## src/hw/rtl/dasf_pkg.sv

```systemverilog
// Shared types and constants for the dual audio sample FIFO.
package dasf_pkg;

	localparam int SAMPLE_W  = 16;
	localparam int DROP_W    = 32;
	localparam int LEVEL_W   = 8;
	localparam int OP_W      = 3;
	localparam int COUNT_W   = 7;
	localparam logic [COUNT_W-1:0] MAX_BURST = 7'd64;

	localparam logic [OP_W-1:0] OP_PUSH_IN   = 3'd0;
	localparam logic [OP_W-1:0] OP_POP_IN    = 3'd1;
	localparam logic [OP_W-1:0] OP_PUSH_OUT  = 3'd2;
	localparam logic [OP_W-1:0] OP_BURST_OUT = 3'd3;
	localparam logic [OP_W-1:0] OP_QUERY     = 3'd4;
	localparam logic [OP_W-1:0] OP_RESET_ALL = 3'd5;
	localparam logic [OP_W-1:0] OP_RESET_OUT = 3'd6;

	// Command from the sequencer to one ring.
	typedef struct packed {
		logic                push;
		logic                pop;
		logic                clr;
		logic [SAMPLE_W-1:0] wdata;
	} ring_cmd_t;

	// Fill status of one ring, taken before the command of this cycle.
	typedef struct packed {
		logic full;
		logic empty;
	} ring_stat_t;

endpackage

```

## src/hw/rtl/dasf_ram.sv

```systemverilog
// Generic single-port-write, single-port-read RAM with registered read data.
module dasf_ram #(
	parameter int WIDTH = 16,
	parameter int DEPTH = 256
) (
	input  logic                     clk,
	input  logic                     we,
	input  logic [$clog2(DEPTH)-1:0] waddr,
	input  logic [WIDTH-1:0]         wdata,
	input  logic                     re,
	input  logic [$clog2(DEPTH)-1:0] raddr,
	output logic [WIDTH-1:0]         rdata
);

	logic [WIDTH-1:0] mem [DEPTH];

	always_ff @(posedge clk) begin
		if (we) begin
			mem[waddr] <= wdata;
		end
		if (re) begin
			rdata <= mem[raddr];
		end
	end

endmodule

```

## src/hw/rtl/dasf_ring.sv

```systemverilog
// One circular sample ring: pointers, drop counter and the sample memory.
module dasf_ring #(
	parameter int NUM_SLOTS = 256
) (
	input  logic                          clk,
	input  logic                          arst_n,
	input  dasf_pkg::ring_cmd_t           cmd,
	output dasf_pkg::ring_stat_t          stat,
	output logic [$clog2(NUM_SLOTS)-1:0]  occ,
	output logic [dasf_pkg::DROP_W-1:0]   drops,
	output logic [dasf_pkg::SAMPLE_W-1:0] rdata
);

	localparam int PW = $clog2(NUM_SLOTS);
	localparam logic [PW-1:0] LAST_SLOT = PW'(NUM_SLOTS - 1);
	localparam logic [PW:0]   SIZE_V    = (PW + 1)'(NUM_SLOTS);

	logic [PW-1:0] rd_q;
	logic [PW-1:0] wr_q;
	logic [PW-1:0] rd_nxt;
	logic [PW-1:0] wr_nxt;
	logic [PW:0]   wrap_occ;
	logic          do_write;
	logic          do_read;

	assign rd_nxt = (rd_q == LAST_SLOT) ? '0 : rd_q + 1'b1;
	assign wr_nxt = (wr_q == LAST_SLOT) ? '0 : wr_q + 1'b1;

	// One slot always stays empty, so full means the writer would meet the reader.
	assign stat.full  = (wr_nxt == rd_q);
	assign stat.empty = (wr_q == rd_q);

	assign wrap_occ = SIZE_V - {1'b0, rd_q} + {1'b0, wr_q};
	assign occ      = (wr_q >= rd_q) ? (wr_q - rd_q) : wrap_occ[PW-1:0];

	assign do_write = cmd.push && !stat.full;
	assign do_read  = cmd.pop && !stat.empty;

	always_ff @(posedge clk or negedge arst_n) begin
		if (!arst_n) begin
			rd_q  <= '0;
			wr_q  <= '0;
			drops <= '0;
		end else if (cmd.clr) begin
			rd_q  <= '0;
			wr_q  <= '0;
			drops <= '0;
		end else begin
			if (do_write) begin
				wr_q <= wr_nxt;
			end else if (cmd.push) begin
				drops <= drops + 1'b1;
			end
			if (do_read) begin
				rd_q <= rd_nxt;
			end
		end
	end

	dasf_ram #(
		.WIDTH (dasf_pkg::SAMPLE_W),
		.DEPTH (NUM_SLOTS)
	) u_ram (
		.clk   (clk),
		.we    (do_write),
		.waddr (wr_q),
		.wdata (cmd.wdata),
		.re    (do_read),
		.raddr (rd_q),
		.rdata (rdata)
	);

endmodule

```

## config.mk

```make
export PLATFORM = sky130hd
export DESIGN_NAME = dasf_ring
export DESIGN_NICKNAME = d
export VERILOG_FILES = /design/src/hw/rtl/dasf_pkg.sv /design/src/hw/rtl/dasf_ram.sv /design/src/hw/rtl/dasf_ring.sv
export SDC_FILE = /design/constraint.sdc
export NUM_CORES = 2
export LEC_CHECK = 0
export ABC_CLOCK_PERIOD_IN_PS = 5100
export BUFFER_PORTS_ARGS = -buffer_cell sky130_fd_sc_hd__buf_2
export CORE_ASPECT_RATIO = 1.5
export CORE_UTILIZATION = 50
export CTS_BUF_LIST = sky130_fd_sc_hd__clkbuf_8
export DETAILED_ROUTE_END_ITERATION = 10
export MAX_ROUTING_LAYER = met4
export PLACE_DENSITY = 0.65
export SLEW_MARGIN = 20
export SYNTH_ARGS = -nofsm -noshare
export SYNTH_HDL_FRONTEND = slang
export SYNTH_SLANG_ARGS = --single-unit
```

## constraint.sdc

```tcl
create_clock -name clk -period 5.1 [get_ports clk]
set_clock_uncertainty 0.2 [all_clocks]
set_input_delay 0.765 -clock clk [delete_from_list [all_inputs] [get_ports clk]]
set_output_delay 0.765 -clock clk [all_outputs]
set_load 0.02 [all_outputs]
```

# [After elaboration in Yosys (flattened, before gate mapping)]
# Memories as Yosys holds them, arrays and structs flattened. A register that Yosys moved wholly into a read port is not among the register bits.
# Index checks and enable logic that the tools add are counted.
# Widths: inputs -> output; s select.
[op_classes] n_addsub=6 magnitude_cmp=1 eq_ne=5 muxes=12 n_reduce_logical=8
[op_table] operator="$mux 32" n=3
[op_table] operator="$mux 8" n=7
[op_table] operator="$add 32x1->32 const B" n=1
[op_table] operator="$add 8x1->8 const B" n=2
[op_table] operator="$eq 8x8->1" n=2
[op_table] operator="$eq 8x8->1 const B" n=2
[op_table] operator="$add 8x8->8" n=1
[op_table] operator="$ge 8x8->1" n=1
[op_table] operator="$sub 1x8->8 const A" n=1
[op_table] operator="$sub 8x8->8" n=1
[op_table] operator="$reduce_bool 2->1" n=3
[op_table] operator="$logic_and 1x1->1" n=2
[op_table] operator="$logic_not 1->1" n=2
[op_table] operator="$mux 1" n=2
[op_table] operator="$ne 2x2->1 const B" n=1
[op_table] operator="$reduce_and 2->1" n=1
[totals] register_bits=48 mem_bits_rw=4096 inputBits=21 output_inout_bits=58 wordCells=36 memories=1
[memory_table] name="u_ram.mem" words=256 word_bits=16 read_ports=1 rd_clocked_by_memory_dff=1 wr=1 line_no="dasf_ram.sv:15" source="logic [WIDTH-1:0] mem [DEPTH];"

# [Longest topological paths before layout]
[depth] word_depth=7 depth_mapped=14 mapped_depth_nobuf=9

# [By module]
# From an unflattened synthesis, not the netlist that was laid out.
[hier_totals] hier_cells=7724 area_unflattened_um2=162030.4
[by_module_without_submodules] module="dasf_ram" n_inst=1 cells_each=7360 area_per_inst_um2=158874.9 seq_area_each_um2=123478.4
[by_module_without_submodules] module="dasf_ring" n_inst=1 cells_each=364 area_per_inst_um2=3155.5 seq_area_each_um2=1201.2

# [Worst setup path after synthesis]
# Ideal clock, no wire load.
[synth_path] path_kind="register to register" start="register wr_q[0]" end="memory u_ram.mem[63][0] (enable)" setup_ns=0.409 arrival_ns=3.563 required_time_ns=4.491 slack_ns=0.927 path_stages_with_launch=12 path_buffers=3 synth_period_minus_slack_ns=4.173 path_cell_list="dfrtp_1 ha_1 buf_2 and3_1 buf_2 a21oi_1 xor2_1 a2111oi_4 a31oi_1 buf_2 nand3_1 nor3_1"
[synth_via] elab_chain_cells=7 elab_cells_between_ends=8 classes_between="1 x add/sub; 2 x eq/ne; 3 x mux; 2 x reduce/logical"
[synth_rtl] item="start: declaration" line_no="dasf_ring.sv:19" source="logic [PW-1:0] wr_q;"
[synth_rtl] item="start signal: assignment" line_no="dasf_ring.sv:50" source="wr_q <= wr_nxt;"
[synth_rtl] item="$add 8x1->8 / $eq 8x8->1 (equally long branches)" line_no="dasf_ring.sv:27" source="assign wr_nxt = (wr_q == LAST_SLOT) ? '0 : wr_q + 1'b1;"
[synth_rtl] item="$mux 8" line_no="dasf_ring.sv:27"
[synth_rtl] item="$eq 8x8->1" line_no="dasf_ring.sv:30" source="assign stat.full = (wr_nxt == rd_q);"
[synth_rtl] item="$logic_not 1->1" line_no="dasf_ring.sv:36" source="assign do_write = cmd.push && !stat.full;"
[synth_rtl] item="$logic_and 1x1->1" line_no="dasf_ring.sv:36"
[synth_rtl] item="$mux 1" line_no="dasf_ram.sv:18" source="if (we) begin"
[synth_rtl] item="$mux 1 (implied by the code)" line_no="dasf_ram.sv:19" source="mem[waddr] <= wdata;"
[synth_rtl] item="end: declaration" line_no="dasf_ram.sv:15"
# Several ways; a longest one is shown, not always the timed one.

# [Worst setup path after layout]
[layout_path] start="register rd_q[3]" end="output port occ[7]"
[layout_via] elab_chain_cells=3 elab_cells_between_ends=5 classes_between="3 x add/sub; 1 x order compare; 1 x mux"
[layout_rtl] item="start: declaration" line_no="dasf_ring.sv:18" source="logic [PW-1:0] rd_q;"
[layout_rtl] item="start signal: assignment" line_no="dasf_ring.sv:55" source="rd_q <= rd_nxt;"
[layout_rtl] item="$sub 1x8->8" line_no="dasf_ring.sv:33" source="assign wrap_occ = SIZE_V - {1'b0, rd_q} + {1'b0, wr_q};"
[layout_rtl] item="$add 8x8->8" line_no="dasf_ring.sv:33"
[layout_rtl] item="$mux 8 (*)" line_no="dasf_ring.sv:34" source="assign occ = (wr_q >= rd_q) ? (wr_q - rd_q) : wrap_occ[PW-1:0];"
[layout_rtl] item="end: declaration" line_no="dasf_ring.sv:9" source="output logic [$clog2(NUM_SLOTS)-1:0] occ,"
# Every way passes the cells marked *; elsewhere a longest branch is shown, timed or not.

==> out/metrics.cfg <==
[outcome]
status = complete, no violations

[synthesis]
synthesis.nets = 7816
ys_seq_area_share_pct = 77.4
synth-seq-cells = 4160
syn_inst = 7781
synth_area_per_cell_sq_um = 20.7
async_reset_ff_share_pct = 1.15
ys_warn_count = 0
syn-cell-area_sq_um = 161000
synth_edf_count = 4112
synth_flop_cell = edfxtp_1
synth_cell_types = 67

[sta]
tightest_slew_ns = 1.37
final_hold_viol_count = 0
setup_viol = 0
fmax_mhz = 197
max_slew_margin_pct = 8.40
slew_viol_final = 0
rsz0062_at_grt = no
fin_crit_ns = 5.07
period_share_pct = 99.4

[placement]
dp_hpwl_microns = 302000
io_buffers = 78
dpl_cell_area_sq_um = 171000
gp_congestion = 0.955

[detailed_routing]
final_antenna_net_count = 0
drt_iter0_markers = 11900
drcViolationCount = 0
wl_microns = 481000
firstDrtPassIters = 6
wl_per_cell_microns = 36.0
viasPerCell = 6.46
vias = 86200

[cells_and_area]
drive_above_1_share_pct = 26.9
fin_area_sq_um = 182000
final_common_cell = edfxtp_1
syn2layout_area_growth_pct = 13.1
fin_nets = 8691
final_cell_mix = edfxtp_1 (4,112), mux4_2 (815), clkbuf_8 (632), buf_4 (570), mux2i_1 (484)

[clock_tree]
clock_latency_ns = 1.09
clock_sinks = 4160
h-tree-depth = 6
tritoncts = built
cts-root-buf = clkbuf_8
cts-buffers-inserted = 605
clockBufferDepth = 4
path_clk_slew_ns = 0.07

[setup_path]
crit_path_end_kind = output pin
critPathMaxFanout = 37
cp.arrival_ns = 4.11
crit_type = reg -> out
crit_required_ns = 4.14
start_kind = register

[worst_hold_path]
hp-class = in -> reg

[floorplanning]
start_util_pct = 50.4
pin_count = 79
dieArea_sq_um = 325000
chipWidth_microns = 465
die_h_microns = 697
fp-row-count = 254
core_area_sq_um = 320000

[global_route]
grt_antenna_before_repair = 30
overflow = 0
grt_max_degree = 126
grt_pass1_vias = 86400
grt_pass1_wl_microns = 668000
track_usage_pct = 30.4

[power]
p_leak_nw = 57.0
peakVddDrop_v = 0.000349
power_density_nw_per_um2 = 431
power_mw = 78.5

[job]
max-cap-violations = 0

[sequential cells by signal (all words and copies together), names as in the netlist]
signal / flops
u_ram.mem: 4096
drops: 32
u_ram.rdata: 16
rd_q: 8
wr_q: 8
[per-stage QoR]
step / hold slack (ns) / utilization [%] / setup TNS (ns) / worst slack [ns] / instances
2_1_floorplan: 0.269 / - / 0 / 0.927 / 7781
6_report: 0.0373 / 57.0 / 0 / 0.0281 / 13300
3_5_place_dp: 0.364 / 53.5 / 0 / 0.288 / 12200
4_1_cts: 0.00218 / 57.0 / 0 / 0.00393 / 13300
3_3_place_gp: 0.341 / 53.4 / -0.674 / -0.674 / 12200
5_1_grt: 0.0106 / 57.0 / 0 / 0.00394 / 13300
[synth_stat cells (35+ instances only)]
cell type / instances / area, sq um
nand2_1: 192 / 721
buf_1: 67 / 251
dfrtp_1: 48 / 1200
o22ai_1: 45 / 282
o21ai_0: 109 / 546
edfxtp_1: 4112 / 123000
nand3_1: 92 / 460
nor2_1: 346 / 1300
buf_2: 191 / 956
o31ai_1: 35 / 263
mux4_2: 815 / 18400
a221o_1: 41 / 410
a22oi_1: 166 / 1250
mux2i_1: 484 / 4840
a21oi_1: 168 / 841
a31oi_1: 36 / 225
nor3_1: 42 / 210
a211oi_1: 36 / 270
clkbuf_1: 189 / 709
a221oi_1: 133 / 1160
[power by group]
group / switching [mW] / total (mW) / internal (mW)
combinational: 8.84 / 15.5 / 6.69
clock: 12.7 / 25.0 / 12.4
sequential: 0.193 / 38.0 / 37.8
[what timing repair did]
action / 4_1_cts / 5_1_grt
setup buffers: 4 / 12
setup endpoints to repair: 6 / 4
cloned: 0 / 0
hold buffers: 13 / 0
endpoints found under the hold margin: 439 / 0
pin swaps: 0 / 1
gates resized for setup: 3 / 1
[worst paths after layout]
kind | slack [ns] | from | end | depth (start not counted)
worst max-delay path | 0.03 | rd_q[3] | occ[7] | 7
worst min-delay path | 0.04 | cmd[10] | u_ram.mem[88][10] | 1
worst max register to register | 0.25 | rd_q[2] | u_ram.rdata[10] | 8
worst min register to register | 0.37 | drops[26] | drops[26] | 2
max in group asynchronous | 3.88 | arst_n | rd_q[4] | 3
min in group asynchronous | 0.20 | arst_n | drops[1] | 3
[layout make-up]
cell class	instances	area, sq um
diodes	30	75.1
clock buffers	629	8660
clock inverters	417	2270
fillers	23800	137000
inverters	22	95.1
multi-input cells	3134	34800
flip-flops and latches	4160	125000
well taps	4224	5290
repair buffers	733	6360
[worst max-delay path, stage by stage (launching register included)]
cell and delay, ns:
dfrtp_4 0.81, inv_8 0.33, ha_1 0.45, a21o_1 0.17
a21oi_1 0.22, o21ai_0 0.21, xor2_2 0.46, buf_2 0.27
[layer usage]
layer / part of all wire [%] / wire length (microns) / global-route usage (%) / vias up
met5: 0 / 0 / - / -
met4: 7.7 / 37200 / 19.9 / 0
met3: 8.4 / 40600 / 4.46 / 1126
met2: 50 / 239000 / 48.5 / 5293
met1: 34 / 164000 / 36.1 / 45300
li1: - / - / - / 34500
[kinds of logic after synthesis]
| group | synth area share (%) |
|---|---|
| AND/OR/NAND/NOR | 2.50 |
| XOR/XNOR | 0.109 |
| flip-flops | 77.4 |
| adder cells (fa/ha/maj) | 0.113 |
| buffers and inverters | 1.32 |
| AO/OA/AOI/OAI | 3.98 |
| multiplexers | 14.6 |
Note: power is estimated with default switching activity, not from simulation.
